<file path="src/rtl/core/bmc_pkg.sv">
// Shared types, codes and helpers for the best master clock selection block.
`default_nettype none

package bmc_pkg;

    localparam int MAX_RECORDS_DEF = 16;

    localparam int CFG_IDX_W  = 3;
    localparam int CFG_DATA_W = 64;

    localparam int IN_TDATA_W  = 208;
    localparam int IN_TUSER_W  = 4;
    localparam int OUT_TDATA_W = 168;

    localparam logic [7:0] CLASS_PASSIVE_LIMIT = 8'd128;

    // Configuration register indexes.
    localparam logic [CFG_IDX_W-1:0] CFG_PRIORITY1  = 3'd0;
    localparam logic [CFG_IDX_W-1:0] CFG_PRIORITY2  = 3'd1;
    localparam logic [CFG_IDX_W-1:0] CFG_CLASS      = 3'd2;
    localparam logic [CFG_IDX_W-1:0] CFG_ACCURACY   = 3'd3;
    localparam logic [CFG_IDX_W-1:0] CFG_VARIANCE   = 3'd4;
    localparam logic [CFG_IDX_W-1:0] CFG_IDENTITY   = 3'd5;
    localparam logic [CFG_IDX_W-1:0] CFG_SLAVE_ONLY = 3'd6;

    // Port state codes carried with each item.
    localparam logic [2:0] PS_LISTENING = 3'd0;
    localparam logic [2:0] PS_MASTER    = 3'd1;

    typedef enum logic [2:0] {
        DEC_MASTER    = 3'd0,
        DEC_SLAVE     = 3'd1,
        DEC_PASSIVE   = 3'd2,
        DEC_LISTENING = 3'd3,
        DEC_FAULTY    = 3'd4
    } dec_t;

    typedef enum logic [1:0] {
        CMP_A_BETTER,
        CMP_B_BETTER,
        CMP_TIE
    } cmp_t;

    // One clock data set as it takes part in a comparison.
    typedef struct packed {
        logic [63:0] gm_id;
        logic [47:0] quality;
        logic [15:0] hops;
        logic [63:0] sender_id;
        logic [15:0] sender_port;
    } dset_t;

    typedef struct packed {
        dset_t      ds;
        logic       last;
        logic [2:0] port_state;
        logic       no_records;
    } rec_t;

    typedef struct packed {
        logic [7:0]  priority1;
        logic [7:0]  priority2;
        logic [7:0]  clock_class;
        logic [7:0]  accuracy;
        logic [15:0] variance;
        logic [63:0] identity;
        logic        slave_only;
    } cfg_t;

    typedef struct packed {
        dec_t        decision;
        logic [3:0]  best_index;
        logic [63:0] parent_id;
        logic [15:0] parent_port;
        logic [63:0] grandmaster;
        logic [16:0] steps;
    } res_t;

    // Priority1 is most significant, so a plain compare ranks the whole quality.
    function automatic logic [47:0] pack_quality(
        input logic [7:0]  p1,
        input logic [7:0]  cls,
        input logic [7:0]  acc,
        input logic [15:0] var_in,
        input logic [7:0]  p2
    );
        pack_quality = {p1, cls, acc, var_in, p2};
    endfunction

endpackage

`default_nettype wire

</file>
<file path="src/rtl/core/best_master_clock_select.sv">
// Top level of the best master clock selection block.
//
//  Channel  | Direction | Handshake              | Contents
//  ---------+-----------+------------------------+-----------------------------------
//  s_axis   | in        | tvalid / tready        | announce record, tlast ends round
//  m_axis   | out       | tvalid / tready        | decision and parent data set
//  cfg      | in        | cfg_wr_en, no wait     | local clock data set, slave_only
//
// One item per clock cycle is sustained while m_axis does not stall. An accepted
// item sits in the input register, is ranked against the stored best by a single
// pass of comparators, and its result, if any, lands in the output register.
// The stored best record and the parent are updated in the same cycle as the output register, so the
// next item sees them at once. A stall on m_axis holds an item in the input
// register only when it would produce a result. After reset, the configuration
// registers hold their defaults and the round and parent are cleared.
`default_nettype none

module best_master_clock_select
    import bmc_pkg::*;
#(
    parameter int MAX_RECORDS = MAX_RECORDS_DEF
)
(
    input  logic                   clk,
    input  logic                   rst_n,

    input  logic                   s_axis_tvalid,
    output logic                   s_axis_tready,
    // gm_identity, gm_priority1, gm_clock_class, gm_clock_accuracy,
    // gm_offset_variance, gm_priority2, hops_removed, sender_identity, sender_port
    input  logic [IN_TDATA_W-1:0]  s_axis_tdata,
    // port_state, no_records
    input  logic [IN_TUSER_W-1:0]  s_axis_tuser,
    input  logic                   s_axis_tlast,

    output logic                   m_axis_tvalid,
    input  logic                   m_axis_tready,
    // decision, best_index, parent_id_out, parent_port_out, grandmaster_out, steps_out
    output logic [OUT_TDATA_W-1:0] m_axis_tdata,

    input  logic                   cfg_wr_en,
    input  logic [CFG_IDX_W-1:0]   cfg_index,
    input  logic [CFG_DATA_W-1:0]  cfg_data
);

    cfg_t cfg_reg;
    rec_t in_reg;
    rec_t in_next;
    logic in_valid_reg;
    res_t out_reg;
    logic out_valid_reg;

    res_t res;
    logic res_valid;
    logic take;
    logic in_accept;

    assign in_next.ds.gm_id       = s_axis_tdata[63:0];
    assign in_next.ds.quality     = pack_quality(s_axis_tdata[71:64], s_axis_tdata[79:72],
                                                 s_axis_tdata[87:80], s_axis_tdata[103:88],
                                                 s_axis_tdata[111:104]);
    assign in_next.ds.hops        = s_axis_tdata[127:112];
    assign in_next.ds.sender_id   = s_axis_tdata[191:128];
    assign in_next.ds.sender_port = s_axis_tdata[207:192];
    assign in_next.last           = s_axis_tlast;
    assign in_next.port_state     = s_axis_tuser[2:0];
    assign in_next.no_records     = s_axis_tuser[3];

    // An item without a result never waits on the output side.
    assign take          = in_valid_reg && (!res_valid || !out_valid_reg || m_axis_tready);
    assign s_axis_tready = !in_valid_reg || take;
    assign in_accept     = s_axis_tvalid && s_axis_tready;

    bmc_select #(
        .MAX_RECORDS (MAX_RECORDS)
    ) u_select
    (
        .clk       (clk),
        .rst_n     (rst_n),
        .cfg       (cfg_reg),
        .rec       (in_reg),
        .take      (take),
        .res       (res),
        .res_valid (res_valid)
    );

    always_ff @(posedge clk or negedge rst_n)
    begin
        if (!rst_n)
        begin
            cfg_reg.priority1   <= 8'd128;
            cfg_reg.priority2   <= 8'd128;
            cfg_reg.clock_class <= 8'd248;
            cfg_reg.accuracy    <= 8'd254;
            cfg_reg.variance    <= 16'hFFFF;
            cfg_reg.identity    <= 64'd0;
            cfg_reg.slave_only  <= 1'b0;
        end
        else if (cfg_wr_en)
        begin
            case (cfg_index)
                CFG_PRIORITY1:  cfg_reg.priority1   <= cfg_data[7:0];
                CFG_PRIORITY2:  cfg_reg.priority2   <= cfg_data[7:0];
                CFG_CLASS:      cfg_reg.clock_class <= cfg_data[7:0];
                CFG_ACCURACY:   cfg_reg.accuracy    <= cfg_data[7:0];
                CFG_VARIANCE:   cfg_reg.variance    <= cfg_data[15:0];
                CFG_IDENTITY:   cfg_reg.identity    <= cfg_data;
                CFG_SLAVE_ONLY: cfg_reg.slave_only  <= cfg_data[0];
                default:        ;
            endcase
        end
    end

    always_ff @(posedge clk or negedge rst_n)
    begin
        if (!rst_n)
            in_valid_reg <= 1'b0;
        else if (in_accept)
            in_valid_reg <= 1'b1;
        else if (take)
            in_valid_reg <= 1'b0;
    end

    always_ff @(posedge clk)
    begin
        if (in_accept)
            in_reg <= in_next;
    end

    always_ff @(posedge clk or negedge rst_n)
    begin
        if (!rst_n)
            out_valid_reg <= 1'b0;
        else if (take && res_valid)
            out_valid_reg <= 1'b1;
        else if (m_axis_tready)
            out_valid_reg <= 1'b0;
    end

    always_ff @(posedge clk)
    begin
        if (take && res_valid)
            out_reg <= res;
    end

    assign m_axis_tvalid = out_valid_reg;
    assign m_axis_tdata  = {out_reg.steps, out_reg.grandmaster, out_reg.parent_port,
                            out_reg.parent_id, out_reg.best_index, out_reg.decision};

    a_ready_drop: assert property (@(posedge clk) disable iff (!rst_n)
        !s_axis_tready |-> in_valid_reg && out_valid_reg && !m_axis_tready)
        else $error("input ready dropped without a stalled result");

    a_master_parent: assert property (@(posedge clk) disable iff (!rst_n)
        out_valid_reg && out_reg.decision == DEC_MASTER |->
            out_reg.parent_id == out_reg.grandmaster && out_reg.parent_port == 16'd0 &&
            out_reg.steps == 17'd0)
        else $error("master result does not name the local clock as parent");

    a_slave_steps: assert property (@(posedge clk) disable iff (!rst_n)
        out_valid_reg && (out_reg.decision == DEC_SLAVE || out_reg.decision == DEC_PASSIVE)
            |-> out_reg.steps != 17'd0)
        else $error("slave or passive result with zero steps removed");

    a_idle_outputs: assert property (@(posedge clk) disable iff (!rst_n)
        out_valid_reg && (out_reg.decision == DEC_LISTENING ||
                          out_reg.decision == DEC_FAULTY)
            |-> out_reg.grandmaster == 64'd0 && out_reg.steps == 17'd0)
        else $error("listening or faulty result carries a grandmaster");

endmodule

`default_nettype wire

</file>
<file path="src/rtl/core/bmc_compare.sv">
// Data set comparator: ranks data set a against data set b, including the topology rule.
`default_nettype none

module bmc_compare
    import bmc_pkg::*;
(
    input  dset_t       a,
    input  dset_t       b,
    input  logic [63:0] parent_id,
    output cmp_t        result
);

    logic [16:0] ha;
    logic [16:0] hb;
    logic        a_far;
    logic        b_far;

    assign ha    = {1'b0, a.hops};
    assign hb    = {1'b0, b.hops};
    assign a_far = ha > (hb + 17'd1);
    assign b_far = hb > (ha + 17'd1);

    always_comb
    begin
        if (a.gm_id != b.gm_id)
        begin
            if (a.quality != b.quality)
                result = (a.quality < b.quality) ? CMP_A_BETTER : CMP_B_BETTER;
            else
                result = (a.gm_id < b.gm_id) ? CMP_A_BETTER : CMP_B_BETTER;
        end
        else if (a_far)
            result = CMP_B_BETTER;
        else if (b_far)
            result = CMP_A_BETTER;
        else if (ha > hb)
            // One step further away only ties when it comes through our parent.
            result = (a.sender_id == parent_id) ? CMP_TIE : CMP_B_BETTER;
        else if (hb > ha)
            result = (b.sender_id == parent_id) ? CMP_TIE : CMP_A_BETTER;
        else if (a.sender_id == b.sender_id)
            result = CMP_TIE;
        else
            result = (a.sender_id < b.sender_id) ? CMP_A_BETTER : CMP_B_BETTER;
    end

endmodule

`default_nettype wire

</file>
<file path="src/rtl/core/bmc_select.sv">
// Running best record, parent data set and end-of-round decision.
`default_nettype none

module bmc_select
    import bmc_pkg::*;
#(
    parameter int MAX_RECORDS = MAX_RECORDS_DEF
)
(
    input  logic clk,
    input  logic rst_n,
    input  cfg_t cfg,
    input  rec_t rec,
    input  logic take,
    output res_t res,
    output logic res_valid
);

    localparam int CNT_W = $clog2(MAX_RECORDS + 1);
    localparam logic [CNT_W-1:0] CNT_MAX = CNT_W'(MAX_RECORDS);

    dset_t            best_reg;
    dset_t            best_next;
    logic [CNT_W-1:0] count_reg;
    logic [CNT_W-1:0] count_next;
    logic [CNT_W-1:0] slot_reg;
    logic [CNT_W-1:0] slot_next;
    logic [63:0]      parent_id_reg;
    logic [63:0]      parent_id_next;
    logic [15:0]      parent_port_reg;
    logic [15:0]      parent_port_next;

    dset_t            local_ds;
    cmp_t             cmp_rec_best;
    cmp_t             cmp_loc_rec;
    cmp_t             cmp_loc_best;
    cmp_t             cmp_final;
    logic             in_range;
    logic             replace;
    dec_t             dec;
    logic [CNT_W+3:0] slot_ext;

    assign local_ds.gm_id       = cfg.identity;
    assign local_ds.quality     = pack_quality(cfg.priority1, cfg.clock_class, cfg.accuracy,
                                               cfg.variance, cfg.priority2);
    assign local_ds.hops        = 16'd0;
    assign local_ds.sender_id   = cfg.identity;
    assign local_ds.sender_port = 16'd0;

    // The local set is ranked against both candidates at once, and whether the
    // record replaces the best picks which answer applies.
    bmc_compare u_cmp_rec_best
    (
        .a         (rec.ds),
        .b         (best_reg),
        .parent_id (parent_id_reg),
        .result    (cmp_rec_best)
    );

    bmc_compare u_cmp_loc_rec
    (
        .a         (local_ds),
        .b         (rec.ds),
        .parent_id (parent_id_reg),
        .result    (cmp_loc_rec)
    );

    bmc_compare u_cmp_loc_best
    (
        .a         (local_ds),
        .b         (best_reg),
        .parent_id (parent_id_reg),
        .result    (cmp_loc_best)
    );

    assign in_range  = count_reg < CNT_MAX;
    assign replace   = !rec.no_records && in_range &&
                       ((count_reg == '0) || (cmp_rec_best == CMP_A_BETTER));
    assign best_next = replace ? rec.ds : best_reg;
    assign slot_next = replace ? count_reg : slot_reg;
    assign cmp_final = replace ? cmp_loc_rec : cmp_loc_best;
    assign res_valid = rec.no_records || rec.last;
    assign slot_ext  = {4'd0, slot_next};

    always_comb
    begin
        if (rec.no_records)
            count_next = '0;
        else if (rec.last)
            count_next = '0;
        else if (in_range)
            count_next = count_reg + CNT_W'(1);
        else
            count_next = count_reg;
    end

    always_comb
    begin
        if (rec.no_records)
        begin
            if (rec.port_state == PS_MASTER)
                dec = DEC_MASTER;
            else if (rec.port_state == PS_LISTENING)
                dec = DEC_LISTENING;
            else
                dec = DEC_FAULTY;
        end
        else if (cfg.slave_only)
            dec = DEC_SLAVE;
        else
        begin
            case (cmp_final)
                CMP_A_BETTER: dec = DEC_MASTER;
                CMP_B_BETTER: dec = (cfg.clock_class < CLASS_PASSIVE_LIMIT) ?
                                    DEC_PASSIVE : DEC_SLAVE;
                CMP_TIE:      dec = DEC_FAULTY;
                default:      dec = DEC_FAULTY;
            endcase
        end
    end

    always_comb
    begin
        parent_id_next   = parent_id_reg;
        parent_port_next = parent_port_reg;
        res.grandmaster  = 64'd0;
        res.steps        = 17'd0;
        case (dec)
            DEC_MASTER:
            begin
                parent_id_next   = cfg.identity;
                parent_port_next = 16'd0;
                res.grandmaster  = cfg.identity;
            end
            DEC_SLAVE, DEC_PASSIVE:
            begin
                parent_id_next   = best_next.sender_id;
                parent_port_next = best_next.sender_port;
                res.grandmaster  = best_next.gm_id;
                res.steps        = {1'b0, best_next.hops} + 17'd1;
            end
            default:
            begin
                parent_id_next   = parent_id_reg;
                parent_port_next = parent_port_reg;
            end
        endcase
        res.decision    = dec;
        res.best_index  = rec.no_records ? 4'd0 : slot_ext[3:0];
        res.parent_id   = parent_id_next;
        res.parent_port = parent_port_next;
    end

    always_ff @(posedge clk or negedge rst_n)
    begin
        if (!rst_n)
        begin
            best_reg        <= '0;
            count_reg       <= '0;
            slot_reg        <= '0;
            parent_id_reg   <= 64'd0;
            parent_port_reg <= 16'd0;
        end
        else if (take)
        begin
            best_reg  <= best_next;
            count_reg <= count_next;
            slot_reg  <= slot_next;
            if (res_valid)
            begin
                parent_id_reg   <= parent_id_next;
                parent_port_reg <= parent_port_next;
            end
        end
    end

    a_count_bound: assert property (@(posedge clk) disable iff (!rst_n)
        count_reg <= CNT_MAX)
        else $error("record count beyond the round limit");

    a_round_restart: assert property (@(posedge clk) disable iff (!rst_n)
        take && res_valid |=> count_reg == '0)
        else $error("record count not cleared at the end of a round");

    a_slot_seen: assert property (@(posedge clk) disable iff (!rst_n)
        count_reg != '0 |-> slot_reg < count_reg)
        else $error("best slot points past the records taken");

endmodule

`default_nettype wire
</file>
<file path="config.mk">
export PLATFORM = sky130hd
export DESIGN_NAME = best_master_clock_select
export DESIGN_NICKNAME = d
export VERILOG_FILES = /design/src/rtl/core/bmc_pkg.sv /design/src/rtl/core/best_master_clock_select.sv /design/src/rtl/core/bmc_compare.sv /design/src/rtl/core/bmc_select.sv
export SDC_FILE = /design/constraint.sdc
export NUM_CORES = 2
export LEC_CHECK = 0
export BUFFER_PORTS_ARGS = -buffer_cell sky130_fd_sc_hd__buf_2
export CORE_ASPECT_RATIO = 1.25
export CORE_UTILIZATION = 38
export CTS_BUF_LIST = sky130_fd_sc_hd__clkbuf_8
export DETAILED_ROUTE_END_ITERATION = 12
export PLACE_DENSITY = 0.66
export SETUP_SLACK_MARGIN = 0.1
export SLEW_MARGIN = 0
export SYNTH_ARGS = -nofsm -noshare
export SYNTH_HDL_FRONTEND = slang
export SYNTH_SLANG_ARGS = --single-unit
</file>
<file path="constraint.sdc">
create_clock -name clk -period 8.5 [get_ports clk]
set_clock_uncertainty 0.1 [all_clocks]
set_input_delay 1.275 -clock clk [delete_from_list [all_inputs] [get_ports clk]]
set_output_delay 1.275 -clock clk [all_outputs]
set_load 0.005 [all_outputs]
</file>
==> results.md <==
- Summing the areas of all xor and xnor instances in the mapped netlist gives a little over 3% of the synthesized area.
- After synthesis the cells add up to roughly 47000 sq um.
- The transition time at the pin with the least slew margin is 1.327 ns.
- The flip-flop count of the largest register, all copies and words added is about 210.
- The flow ran to the end, and the final reports show no timing, DRC or antenna violations.
- After detailed placement, the design holds a cell count of around 6500.
- The remaining routing DRC violations is 0.
- Entering global routing, the biggest net connects a little under 200 pins.
- STA classifies the critical path startpoint as a register.
- The worst path in the final design needs a cycle of 6.789 ns, including I/O delays and setup.
- In this run, synthesis inferred 381 flip-flops with an integrated enable.
- The library cell occupying the most area in the post-synthesis netlist is sky130_fd_sc_hd__edfxtp_1.
- In this run the register-to-register setup slack is around 1.7 ns.
- The total vias in the final route is approximately 38000.
- The number of antenna violations at the first check in global routing is 20.
- In the layout the commonest cells are 586 x sky130_fd_sc_hd__ha_1, 506 x sky130_fd_sc_hd__inv_1, 453 x sky130_fd_sc_hd__buf_2.
- The top flip-flop cell by instance count after synthesis is sky130_fd_sc_hd__dfrtp_1.
- The number of synthesis warnings is 0.
- The number of clock sinks is ~790.
- The final routed wirelength across all metal layers is 165.3 mm.
- In this run the tightest slew margin relative to its limit is a little under an eighth.
- In the synthesized netlist the async set-or-reset flop fraction comes to approximately half.
- The filler cells instantiated in the layout total around 12000.
- The later pin in the worst-skew pair is clocked with a latency of ~0.91 ns.
- The part of the Yosys area used for sequential elements is a little under half.
- The required time at the endpoint of the critical path is approximately 9 ns.
- The startpoint identified for the worst register-to-register timing path is in_reg[136]$_DFFE_PP_.
- The worst voltage drop across the vdd grid is around 0.00017 V.
- For this run, the top clock speed supported by timing is around 0.15 GHz.
- After global routing the overflow that remains totals 0.
- about 460 I/O pins were placed.
- In this run, distinct cell masters in the synthesized netlist total 81.
- The fraction of the mapped netlist area in compound gates is between 15 and 20%.
- The combinational family with the most area after synthesis is compound AO/OA/AOI/OAI gates.
- The share of layout cells above drive strength 1 is between 10% and 20%.
- The clock tree synthesis step divided the H-tree into 4 levels.
- Data arrives at the worst endpoint at between 7 and 8 ns.
- In this run the mean area of a mapped cell was roughly 10 sq um.
- After detailed routing, the number of vias per cell comes to around 5.6.
- Yosys attributes the largest share of cell area to sky130_fd_sc_hd__edfxtp_1 24%, sky130_fd_sc_hd__dfrtp_1 20%, sky130_fd_sc_hd__ha_1 15%, sky130_fd_sc_hd__inv_1 3.6%, sky130_fd_sc_hd__nand2_1 3.3%.
- The vertical extent of the die is slightly below 400 microns.
- The via count of the first global-routing pass came to roughly 38000.
- The number of gates resized after CTS is 0.
- The kind of capture point of the worst setup path is a register.
- In this run the power density over the cells is about 290 nW/um^2.
- By startpoint and endpoint, the worst setup path is classified as reg2reg.
- The growth of design area from synthesis to finish is 14.74%.
- Summing the areas of all and, or, nand and nor instances in the mapped netlist gives 11.25% of the synthesized area.
- The number of setup buffers added after CTS is 0.
- Setup repair after global routing left no endpoint under its margin.
- After routing, the total negative slack on setup checks comes to 0 ns.
- The starting DRC count in detailed routing is between 3000 and 4000.
- The antenna violation net count after detailed routing is 0.
- The number of slew-limit violations in the final report is 0.
- The library cell used most frequently in the layout, excluding fill and tap cells, is sky130_fd_sc_hd__ha_1.
- Once the floorplan was initialized, standard cells occupied 38.38% of the core.
- The CTS tree is built.
- The total global-route track usage is between 20% and 30%.
- The origin of the worst setup path is in_reg[136]$_DFFE_PP_.
- The number of synthesized register bits is a little under 800.
- The capture point of the worst reg-to-reg path is m_axis_tdata[15]$_DFFE_PP_.
- The end-of-flow core utilization is around 44%.
- The area inside the core boundary is about 120000 sq um.
- In this run, post-CTS hold repair placed 0 buffers.
- The global-route wire length before repair is ~240 mm.
- Counting cells, the worst reg-to-reg path comes to 16.
- The congestion estimate from routability-driven global placement came to slightly below 1.
- The finished layout holds ~6700 standard cells, fillers aside.
- Dividing the detail-routed wire length by the instance count gives ~24 microns.
- The final setup violation count is 0.
- The full die area is ~130000 sq um.
- In this run the static leakage power is between 20 and 25 nW.
- Row generation in the floorplan step produced between 100 and 150 rows.
- The min-delay analysis places its worst path in the category in2async.
- Final hold analysis gives a worst-case slack of around 0.27 ns.
- The clock root buffer is sky130_fd_sc_hd__clkbuf_8.
- The final cycle utilization of the critical path is roughly 80%.
- The share of cell area taken by muxes after synthesis is 3.548%.
- The net count of the mapped netlist is ~5400.
- Counting along the longest clock path gives a buffer depth of 3.
- The final hold violation count came to 0.
- The die width is between 300 and 400 microns.
- The clock transition at the register clock pins on the worst setup and hold paths after CTS is ~0.060 ns.
- The number of clock buffers added by TritonCTS is approximately 150.
- The HPWL after detailed placement is about 120 mm.
- The reported max-cap violation count is 0.
- The net count of the finished layout is about 6000.
- The design draws roughly 0.016 W.
- Along the worst path, the maximum fanout reaches approximately 200.
- The post-synthesis cell count is 4543.
- The first detailed-routing pass took 6 iterations.
- After Yosys synthesis, full adders, half adders and majority gates account for roughly 15% of the synthesized area.
- The port buffer count is between 400 and 500.
- In this run the biggest area consumer among cell types represents roughly a quarter of the synthesized area.
## final cells by class
cell class / instances / area [sq um] / area share (%)
clock buffer: 171 / 2354 / 4.324
antenna: 5 / 12.51 / 0.02299
sequential: 793 / 21790 / 40.03
tap: 1606 / 2009 / 3.692
multi-input combinational: 3122 / 23200 / 42.63
inverter: 454 / 1704 / 3.131
clock inverter: 99 / 626.9 / 1.152
timing repair buffer: 499 / 2730 / 5.016
## through the flow
step	setup WS, ns	instance area [sq um]
after global placement	0.8593	51430
final	1.711	54420
after global routing	1.355	54420
after CTS	0.7859	54410
after floorplan	1.371	47440
after detailed placement	0.8309	51430
## cell usage after synthesis, types with 7 or more instances
library cell / instances
sky130_fd_sc_hd__a221o_1: 66
sky130_fd_sc_hd__inv_1: 454
sky130_fd_sc_hd__a211o_1: 8
sky130_fd_sc_hd__nand2_1: 421
sky130_fd_sc_hd__nor3_1: 36
sky130_fd_sc_hd__o211ai_1: 21
sky130_fd_sc_hd__nand3b_1: 7
sky130_fd_sc_hd__edfxtp_1: 381
sky130_fd_sc_hd__and2_1: 15
sky130_fd_sc_hd__nor2_1: 294
sky130_fd_sc_hd__mux2_2: 133
sky130_fd_sc_hd__buf_2: 48
sky130_fd_sc_hd__and3_1: 10
sky130_fd_sc_hd__nor2b_1: 25
sky130_fd_sc_hd__o21ai_0: 302
sky130_fd_sc_hd__o221ai_2: 60
sky130_fd_sc_hd__nand2b_1: 17
sky130_fd_sc_hd__buf_6: 10
sky130_fd_sc_hd__a221oi_1: 8
sky130_fd_sc_hd__o221ai_1: 7
sky130_fd_sc_hd__o31ai_1: 21
sky130_fd_sc_hd__a2111oi_0: 17
sky130_fd_sc_hd__dfstp_2: 30
sky130_fd_sc_hd__nor4_1: 55
sky130_fd_sc_hd__nand3_1: 72
sky130_fd_sc_hd__a21o_1: 73
sky130_fd_sc_hd__a211oi_1: 42
sky130_fd_sc_hd__and4_1: 15
sky130_fd_sc_hd__clkbuf_1: 106
sky130_fd_sc_hd__xor2_1: 129
sky130_fd_sc_hd__ha_1: 586
sky130_fd_sc_hd__o2bb2ai_1: 66
sky130_fd_sc_hd__a21oi_1: 310
sky130_fd_sc_hd__buf_1: 9
sky130_fd_sc_hd__nand4_1: 143
sky130_fd_sc_hd__a31oi_1: 9
sky130_fd_sc_hd__xnor2_1: 35
sky130_fd_sc_hd__o21a_1: 13
sky130_fd_sc_hd__or2_2: 7
sky130_fd_sc_hd__mux2i_1: 17
sky130_fd_sc_hd__dfrtp_1: 382
## worst max-delay path: stages (launching register included)
cell and delay, ns:
sky130_fd_sc_hd__edfxtp_1 0.39, sky130_fd_sc_hd__ha_1 0.33, sky130_fd_sc_hd__nand4_1 0.15, sky130_fd_sc_hd__nor4_1 0.59, sky130_fd_sc_hd__nand3_1 0.44, sky130_fd_sc_hd__a2111oi_0 0.88, sky130_fd_sc_hd__o211ai_1 0.19, sky130_fd_sc_hd__a2111oi_1 0.32
sky130_fd_sc_hd__clkbuf_2 0.24, sky130_fd_sc_hd__o21bai_1 0.22, sky130_fd_sc_hd__a31oi_4 0.29, sky130_fd_sc_hd__buf_12 0.75, sky130_fd_sc_hd__buf_4 0.83, sky130_fd_sc_hd__nor2_1 0.08, sky130_fd_sc_hd__a21oi_1 0.24, sky130_fd_sc_hd__nor2_1 0.07
sky130_fd_sc_hd__a221o_1 0.29
## metal layers
metal  up-vias  track usage, %  wire [microns]
li1      17547               -               -
met1     18356           32.17           67110
met2      1547           43.20           78670
met3       364           4.963           11540
met4        10           12.50            7915
met5         -               0              48
## kinds of logic (layout without fill, tap and decap cells)
family                     after synthesis  after routing
AOI/OAI and AO/OA                     1077           1077
xor gates and xnor gates               164            164
adders and majority gates              586            586
buffers and inverters                  628           1223
DFF                                    793            793
muxes                                  151            151
other                                    0              5
and+or+nand+nor                       1144           1144
## how the worst max path moves through the flow
| stage | to | slack [ns] | cells after the start |
|---|---|---|---|
| final | m_axis_tdata[15]$_DFFE_PP_ | 1.71 | 16 |
| after CTS | m_axis_tdata[15]$_DFFE_PP_ | 0.79 | 15 |
| after global routing | m_axis_tdata[15]$_DFFE_PP_ | 1.36 | 16 |
| after detailed placement | m_axis_tdata[15]$_DFFE_PP_ | 0.83 | 15 |
| after floorplan | in_reg[0]$_DFFE_PP_ | 1.37 | 4 |
| after global placement | m_axis_tdata[15]$_DFFE_PP_ | 0.86 | 15 |
## power breakdown
| part | leakage [nW] | internal [W] | switching [W] |
|---|---|---|---|
| Combinational | 14.2 | 0.00233 | 0.00344 |
| Sequential | 8.74 | 0.00508 | 0.00120 |
| Clock | 1.72 | 0.00205 | 0.00176 |
Note: power is estimated with default switching activity, not from simulation.
